### config.mk
export PLATFORM = sky130hd
export DESIGN_NAME = sgm_sqrt
export DESIGN_NICKNAME = d
export VERILOG_FILES = /design/src/sv/sgm_pkg.sv /design/src/sv/sgm_sqrt.sv
export SDC_FILE = /design/constraint.sdc
export NUM_CORES = 1
export LEC_CHECK = 0
export ABC_CLOCK_PERIOD_IN_PS = 7600
export BUFFER_PORTS_ARGS = -buffer_cell sky130_fd_sc_hd__buf_2
export CORE_MARGIN = 2
export CORE_UTILIZATION = 40
export CTS_CLUSTER_DIAMETER = 30
export CTS_CLUSTER_SIZE = 40
export DETAILED_ROUTE_END_ITERATION = 16
export SLEW_MARGIN = 10
export SYNTH_ARGS = -nofsm -noshare
export SYNTH_HDL_FRONTEND = slang
export SYNTH_SLANG_ARGS = --single-unit
### constraint.sdc
create_clock -name clock -period 7.6 [get_ports clock]
set_input_delay 0.76 -clock clock [delete_from_list [all_inputs] [get_ports clock]]
set_output_delay 0.76 -clock clock [all_outputs]
set_load 0.05 [all_outputs]
### src/sv/sgm_pkg.sv
// ============================================================================
// sgm_pkg - shared types and constants of the Sobel gradient magnitude block
// Pixel and gradient widths, kernel tables, register indexes and line pair.
// ============================================================================
package sgm_pkg;

   // Pixel and arithmetic widths
   localparam int PIX_W  = 8;
   localparam int GRAD_W = 12;   // signed gradient, |g| <= 1020
   localparam int ABS_W  = 11;   // magnitude of one gradient
   localparam int SQ_W   = 21;   // gx^2 + gy^2 <= 2080800

   typedef logic [PIX_W-1:0] pixel_type;
   typedef logic signed [GRAD_W-1:0] coef_type;

   // Sobel kernels, row major, top row first
   localparam coef_type KERN_X [9] = '{-12'sd1, 12'sd0, 12'sd1,
                                       -12'sd2, 12'sd0, 12'sd2,
                                       -12'sd1, 12'sd0, 12'sd1};
   localparam coef_type KERN_Y [9] = '{-12'sd1, -12'sd2, -12'sd1,
                                        12'sd0,  12'sd0,  12'sd0,
                                        12'sd1,  12'sd2,  12'sd1};

   localparam pixel_type MAG_MAX = 8'd255;

   // Configuration port
   localparam int CSR_IDX_W  = 1;
   localparam int CSR_DATA_W = 11;
   localparam logic [CSR_IDX_W-1:0] REG_IMAGE_WIDTH  = 1'd0;
   localparam logic [CSR_IDX_W-1:0] REG_IMAGE_HEIGHT = 1'd1;
   localparam int DIM_RESET = 1024;

   // One line store entry: row two above and row one above a column
   typedef struct packed {
      pixel_type above2;
      pixel_type above1;
   } line_pair_type;

endpackage

### src/sv/sgm_sqrt.sv
// ============================================================================
// sgm_sqrt - iterative integer square root, saturated to 255
// Settles one result bit per cycle, most significant first.
// ============================================================================
module sgm_sqrt (
   input  logic                        clock,
   input  logic                        reset,
   input  logic                        start,
   input  logic [sgm_pkg::SQ_W-1:0]    operand,
   output logic                        busy,
   output logic                        done,
   output sgm_pkg::pixel_type          root
);
   import sgm_pkg::*;

   localparam int HALF_W = 2 * PIX_W;

   logic [HALF_W-1:0] operand_ff;
   pixel_type         root_ff;
   pixel_type         bit_ff;
   logic              done_ff;
   pixel_type         trial;
   logic [HALF_W-1:0] trial_sq;

   assign trial    = root_ff | bit_ff;
   assign trial_sq = HALF_W'(trial) * HALF_W'(trial);

   always_ff @(posedge clock) begin
      if (reset) begin
         bit_ff  <= '0;
         done_ff <= 1'b0;
      end else if (start) begin
         if (operand[SQ_W-1:HALF_W] != '0) begin
            // at or above 65536: saturate right away
            root_ff <= MAG_MAX;
            bit_ff  <= '0;
            done_ff <= 1'b1;
         end else begin
            operand_ff <= operand[HALF_W-1:0];
            root_ff    <= '0;
            bit_ff     <= {1'b1, {(PIX_W-1){1'b0}}};
            done_ff    <= 1'b0;
         end
      end else if (bit_ff != '0) begin
         if (trial_sq <= operand_ff) begin
            root_ff <= trial;
         end
         bit_ff  <= bit_ff >> 1;
         done_ff <= (bit_ff == pixel_type'(1));
      end else begin
         done_ff <= 1'b0;
      end
   end

   assign busy = (bit_ff != '0);
   assign done = done_ff;
   assign root = root_ff;

endmodule

# [Word-level counts from Yosys, hierarchy flattened]
# Index checks and enable logic that the tools add are counted.
[op_classes] addsub=0 reduce_logical=6 n_mux=10 mul=1 order_cmp=1 eq_ne=1 div_mod_pow=0 bitwise=3 shifts=0
[op_table] operator="$mux W8" count=7
[op_table] operator="$le A16 B16 Y1" count=1
[op_table] operator="$mul A8 B8 Y16" count=1
[op_table] operator="$eq A8 B1 Y1 const B" count=1
[op_table] operator="$or A8 B8 Y8" count=1
[op_table] operator="$reduce_bool A8 Y1" count=1
[op_table] operator="$reduce_and A3 Y1" count=2
[op_table] operator="$reduce_bool A5 Y1" count=1
[op_table] operator="$reduce_bool A2 Y1" count=2
[op_table] operator="$mux W1" count=3
[op_table] operator="$not A1 Y1" count=2
[word_totals] latchBits=0 memories=0 wordCells=26 romBits=0 reg_bits=33 mem_bits_rw=0

# [Depth between registers and ports, before layout]
# Gate-level depths: netlist of the first run.
[logic_depth] depth_word=6 mapped_depth=22 mapped_depth_nobuf=22

# [Least setup slack after synthesis of the first run]
# Ideal clock, no wire load.
[synth_path] kind="reg2reg" from="register root_ff[5], in the netlist root[5]" to="register root_ff[0], in the netlist root[0], enable pin" setup_slack_ns=0.879 arrival_time_ns=6.337 setup_time_ns=0.383 stages_incl_launch_ff=23 path_buffers=0 path_cell_list="edfxtp_1 > nor2_1 > inv_1 > nand2_1 > inv_1 > fa_1 > fa_1 > inv_1 > fa_1 > fa_1 > inv_1 > ha_1 > or4_1 > o21ai_0 > a211oi_1 > or4_1 > nand4_1 > ha_1 > nand4_1 > inv_1 > a221oi_1 > a221oi_1 > nor3_1"
[synth_between] elab_chain_len=5
[synth_rtl] element="start: declaration" line_no="sgm_sqrt.sv:19" text="pixel_type root_ff;"
[synth_rtl] element="start signal: assignment" line_no="sgm_sqrt.sv:46" text="root_ff <= trial;"
[synth_rtl] element="$or A8 B8 Y8" line_no="sgm_sqrt.sv:25" text="assign trial = root_ff | bit_ff;"
[synth_rtl] element="$mul A8 B8 Y16" line_no="sgm_sqrt.sv:26" text="assign trial_sq = HALF_W'(trial) * HALF_W'(trial);"
[synth_rtl] element="$le A16 B16 Y1" line_no="sgm_sqrt.sv:45" text="if (trial_sq <= operand_ff) begin"
[synth_rtl] element="$reduce_bool A2 Y1 (no source line)"
[synth_rtl] element="$reduce_and A3 Y1 (no source line)"
# No other way between the ends.
# A chain may end at the register's enable or synchronous reset.

# [Final worst setup path of the first run]
[layout_path] from="register root_ff[5], in the netlist root[5]" to="register root_ff[1], in the netlist root[1], enable pin"
# The elaborated chain is that of the path after synthesis.

==> results of run 1 <==
cells by family after synthesis:
logic type	count (synthesis)	share of synthesized area
xor+xnor	12	0.0337
buf+inv	67	0.0806
simple gates	109	0.166
compound gates	51	0.0982
flops	33	0.289
fa+ha+maj	68	0.333
stage by stage:
| step | area [µm²] | std cells |
|---|---|---|
| CTS | 3550 | 486 |
| floorplan | 3120 | 340 |
| global placement | 3440 | 478 |
| global route | 3560 | 486 |
| detailed placement | 3440 | 478 |
| finish | 3560 | 486 |
placed cells by master (no fill, tap or decap), drive strengths merged, types with 2 or more instances in the layout:
master  instances
a211oi          2
nor3           12
xor2            3
a221oi          2
a21oi          20
nor4            3
a21o            2
nand2           9
or4             3
ha             43
and2            7
o22ai           2
fa             25
dfxtp           9
o21ai          13
and3            2
nand3           6
clkbuf          8
edfxtp         24
xnor2           9
nand4           4
nor2           54
or2             2
buf            38
inv            64
o21a            3
how the worst max path moves through the flow:
stage / start / to / depth (start not counted)
after floorplan: root[5]$_DFFE_PP_ / root[0]$_DFFE_PP_ / 22
after global placement: root[5]$_DFFE_PP_ / root[4]$_DFFE_PP_ / 22
after detailed placement: root[5]$_DFFE_PP_ / root[4]$_DFFE_PP_ / 22
after CTS: root[5]$_DFFE_PP_ / root[5]$_DFFE_PP_ / 22
after global routing: root[5]$_DFFE_PP_ / root[7]$_DFFE_PP_ / 22
final: root[5]$_DFFE_PP_ / root[1]$_DFFE_PP_ / 22
worst max-delay path, cell delays in order, from the launching register on:
cell and delay (ns):
edfxtp_1 0.38, nor2_1 0.42, inv_1 0.27, nand2_1 0.15
inv_1 0.06, fa_1 0.46, fa_1 0.54, inv_1 0.05
fa_1 0.50, fa_1 0.55, inv_1 0.04, ha_1 0.31
or4_1 0.49, o21ai_0 0.15, a211oi_1 0.10, or4_1 0.48
nand4_1 0.09, ha_1 0.24, nand4_1 0.14, inv_1 0.05
a221oi_1 0.33, a221oi_1 0.21, nor3_2 0.53
layout make-up:
type                       instances  area, µm²
fill                             739       4090
multi-input combinational        240       1970
sequential                        33        901
inverter                          65        244
timing repair buffer              38        203
tap                              102        128
clock buffer                       8        111
layer usage:
layer / vias to the layer above / GRT usage / routed length, µm
met5: - / 0 / 0
met3: 6 / 0.0220 / 169
li1: 1236 / - / -
met2: 33 / 0.254 / 2990
met1: 1152 / 0.221 / 3080
met4: 0 / 0.0485 / 93
state kept, by name (all words and copies together) (netlist names):
signal	flops
root	8
bit_ff	8
done	1
operand_ff	16
==> summary.md, run 1 <==
| Metric | Value |
|---|---|
| Largest area contributor in the netlist | edfxtp_1 |
| Worst Path Class, Setup | register to register |
| Seq/Total Area, Yosys | 0.289 |
| Required @ worst endpoint | 7.52 ns |
| Max-cap viol count | 0 |
| Die height | 92.3 µm |
| Post-DRT Antenna Nets | 0 |
| First-pass GRT wire length | 10700 µm |
| CTS clk-pin slew, worst paths | 0.07 ns |
| Postcts setup bufs | 0 |
| CTS root buffer | clkbuf_8 |
| Mean routed wirelength per cell | 13.0 µm |
| Synthesis Warnings | 0 |
| Synth cell count leaders | 64 x inv_1, 54 x nor2_1, 43 x ha_1 |
| Hpwl dp | 5080 µm |
| CTS Sinks | 33 |
| Post-cts sizing count | 0 |
| CP arrival | 6.86 ns |
| Worst R2R Setup Slack | 0.66 ns |
| HP Class | register to register |
| Most common cell in the netlist | inv_1 |
| H-tree lvl count | 2 |
| Vias in the first global route | 2262 |
| Period minus WS final | 6.94 ns |
| CTS Buffer Depth | 2 |
| Drt first pass iters | 4 |
| Area contributors post-synth | edfxtp_1 23%, ha_1 17%, fa_1 16%, inv_1 7.7%, nor2_1 6.5% |
| Worst hold slack | 0.478 ns |
| GPL Wtd Cong | 0.792 |
| Cells after synthesis | 340 |
| Slew @ Worst Pin | 0.605 ns |
| Fraction of layout cells with a size suffix above 1 | 0.125 |
| Ys async rst share | 0 |
| Crit Path Max Fanout | 8 |
| CTS tree | done |
| Syn_area_per_cell | 9.18 µm² |
| Setup tns final | 0 ns |
| Die W | 92.3 µm |
| Synth unique cells | 41 |
| Fin util | 0.465 |
| CTS buffer count | 5 |
| WHS Endpoint | bit_ff[2]$_SDFFE_PP0N_ |
| Top FF cell, synth | edfxtp_1 |
| Hold Path Stages | 1 |
| Layout area overhead | 14.1% |
| Fin. Hold Viols | 0 |
| Die area | 8520 µm² |
| Post-synth EDFFs | 24 |
| Net count after synthesis | 432 |
| Nets | 475 |
| Top-area cell type share of the netlist area | 0.231 |
| Ant diodes | 0 |
| Via count | 2427 |
| Final period utilization | 0.913 |
| Total Wirelength | 6340 µm |
| Grt total ovfl | 0 |
| Clk_lat worst skew | 0.28 ns |
| Pin count of the biggest net entering global routing | 17 |
| PnR worst setup slack | 0.663 ns |
| Dpl ws | 0.309 ns |
| RR Endpoint | root[1]$_DFFE_PP_ |
| Core area | 7650 µm² |
| Number of remaining DRC errors | 0 |
| #FFs+latches synth | 33 |
| Outcome | finished, final reports clean |
| Initial antenna violation count | 0 |
| R2R depth | 22 |
| Initial detailed-routing violation count | 108 |
| Critical path endpoint category | register |
| # setup viols final | 0 |
| Row count | 32 |
| Drt via density | 4.99 |
| Max-Slew Margin vs Limit | 0.592 |
| RSZ-0062 raised after global routing | false |
| Post-CTS Hold Buffers | 0 |
| Port Buffers | 33 |
| Global Route Usage Sum | 0.158 |
| Final Max Tran Viols | 0 |
| Startpoint types | register |
| Synth Cell Area | 3120 µm² |
| Io pins | 34 |
| Worst Skew | 0.00132 ns |
| Reg2Reg Launch Point | root[5]$_DFFE_PP_ |
| Maximum operating frequency | 144 MHz |
| Min-delay src | bit_ff[3]$_SDFFE_PP0N_ |
| Initial Util | 0.408 |
Power of run 1 is not shown: default switching activity piles up to over one toggle a cycle in this logic, so the estimate is an artifact.
==> run 2: changes to the inputs <==
ABC_CLOCK_PERIOD_IN_PS = unset   (was 7600)
BUFFER_PORTS_ARGS = -buffer_cell sky130_fd_sc_hd__clkbuf_2   (was -buffer_cell sky130_fd_sc_hd__buf_2)
==> summary.md, run 2 (same netlist as run 1, synthesis figures left out) <==
| Metric | Value |
|---|---|
| Hpwl dp | 5200 µm (+2.3%) |
| CTS tree | done |
| Initial detailed-routing violation count | 102 (-5.6%) |
| Slew @ Worst Pin | 0.634 ns (+0.0290 ns) |
| Drt via density | 5.08 (+1.6%) |
| Clk_lat worst skew | 0.29 ns (about the same) |
| Grt total ovfl | 0 (unchanged) |
| CTS Buffer Depth | 2 (unchanged) |
| Number of flip-flops in the largest register | 16 (unchanged) |
| Layout area overhead | 13.2% |
| CTS clk-pin slew, worst paths | 0.07 ns (about the same) |
| Core area | 7650 µm² (unchanged) |
| Startpoint types | register |
| Global Route Usage Sum | 0.158 (+0.000440) |
| Number of remaining DRC errors | 0 (unchanged) |
| Most frequent cells in the layout | 64 x inv_1, 54 x nor2_1, 43 x ha_1 |
| Dpl ws | 0.401 ns (+0.0924 ns) |
| Worst Path Class, Setup | register to register |
| Die W | 92.3 µm (unchanged) |
| Max-Slew Margin vs Limit | 0.575 (-0.0174) |
| Die height | 92.3 µm (unchanged) |
| H-tree lvl count | 2 (unchanged) |
| Worst Skew | 0.00650 ns (+0.00518 ns) |
| Setup tns final | 0 ns (unchanged) |
| Row count | 32 (unchanged) |
| R2R depth | 22 (unchanged) |
| Die area | 8520 µm² (unchanged) |
| Final Max Tran Viols | 0 (unchanged) |
| Fraction of layout cells with a size suffix above 1 | 0.128 (+0.00260) |
| CP arrival | 6.85 ns (about the same) |
| Ant diodes | 0 (unchanged) |
| Io pins | 34 (unchanged) |
| Post-CTS Hold Buffers | 0 (unchanged) |
| HP Class | register to register |
| Maximum operating frequency | 144 MHz (+0.12%) |
| Commonest non-fill, non-tap cell in the layout | inv_1 |
| First-pass GRT wire length | 10900 µm (+2.5%) |
| GPL Wtd Cong | 0.867 (+9.5%) |
| Period minus WS final | 6.93 ns (-0.00798 ns) |
| CTS root buffer | clkbuf_8 |
| CTS Sinks | 33 (unchanged) |
| Outcome | finished, final reports clean |
| Final period utilization | 0.912 (-0.00105) |
| Vias in the first global route | 2420 (+7.0%) |
| Initial antenna violation count | 0 (unchanged) |
| Max-cap viol count | 0 (unchanged) |
| Postcts setup bufs | 0 (unchanged) |
| Total Wirelength | 6360 µm (+0.39%) |
| Post-DRT Antenna Nets | 0 (unchanged) |
| PnR worst setup slack | 0.671 ns (+0.00798 ns) |
| # fillers | 712 (-3.7%) |
| Mean routed wirelength per cell | 13.1 µm (+0.39%) |
| Required @ worst endpoint | 7.53 ns (about the same) |
| Drt first pass iters | 4 (unchanged) |
| Hold Path Stages | 1 (unchanged) |
| CTS buffer count | 5 (unchanged) |
| Fin. Hold Viols | 0 (unchanged) |
| Critical path endpoint category | register |
| Via count | 2467 (+1.6%) |
| # setup viols final | 0 (unchanged) |
| Nets | 475 (unchanged) |
| Port Buffers | 33 (unchanged) |
| Pin count of the biggest net entering global routing | 17 (unchanged) |
| RSZ-0062 raised after global routing | false |
| Post-cts sizing count | 0 (unchanged) |
| Crit Path Max Fanout | 8 (unchanged) |
| Initial Util | 0.408 (unchanged) |
| Register with the highest flop count | operand_ff |
==> run 2: path summary, 6_finish.rpt <==
path,slack (ns),end,start
max,0.67,root[4]$_DFFE_PP_,root[5]$_DFFE_PP_
min,0.48,bit_ff[2]$_SDFFE_PP0N_,bit_ff[3]$_SDFFE_PP0N_
max reg2reg,0.67,root[4]$_DFFE_PP_,root[5]$_DFFE_PP_
min reg2reg,0.48,bit_ff[2]$_SDFFE_PP0N_,bit_ff[3]$_SDFFE_PP0N_
==> run 2: cell type report <==
type | count | area [µm²] | share of cell area
clock buffer | 5 | 68.8 | 0.0195
clock inverter | 3 | 16.3 | 0.00460
inverter | 65 | 244 | 0.0691
timing repair buffer | 38 | 203 | 0.0574
tap | 102 | 128 | 0.0361
sequential | 33 | 901 | 0.255
multi-input combinational | 240 | 1970 | 0.558
==> run 2: stage by stage <==
stage / util / std cells / hold slack, ns / cell area (µm²)
global placement: 0.450 / 478 / 0.462 / 3440
floorplan: - / 340 / 0.444 / 3120
finish: 0.462 / 486 / 0.480 / 3530
global route: 0.462 / 486 / 0.509 / 3530
detailed placement: 0.450 / 478 / 0.462 / 3440
CTS: 0.461 / 486 / 0.480 / 3530
==> run 2: critical path: stages (launching register included) <==
cell and delay (ns):
edfxtp_1 0.38, nor2_1 0.37, inv_1 0.25, nand2_1 0.16, inv_1 0.06, fa_1 0.46, fa_1 0.55, inv_1 0.06
fa_1 0.50, fa_1 0.54, inv_1 0.04, ha_1 0.30, or4_1 0.51, o21ai_0 0.16, a211oi_1 0.12, or4_1 0.50
nand4_1 0.09, ha_1 0.24, nand4_1 0.12, inv_1 0.05, a221oi_1 0.32, a221oi_1 0.21, nor3_2 0.56
==> run 2: layer usage <==
metal	wire [µm]	global-route usage
met4	126	0.0622
met2	3040	0.255
met5	0	0
met1	2930	0.216
met3	260	0.0220
Power of run 2 is left out for the same reason.
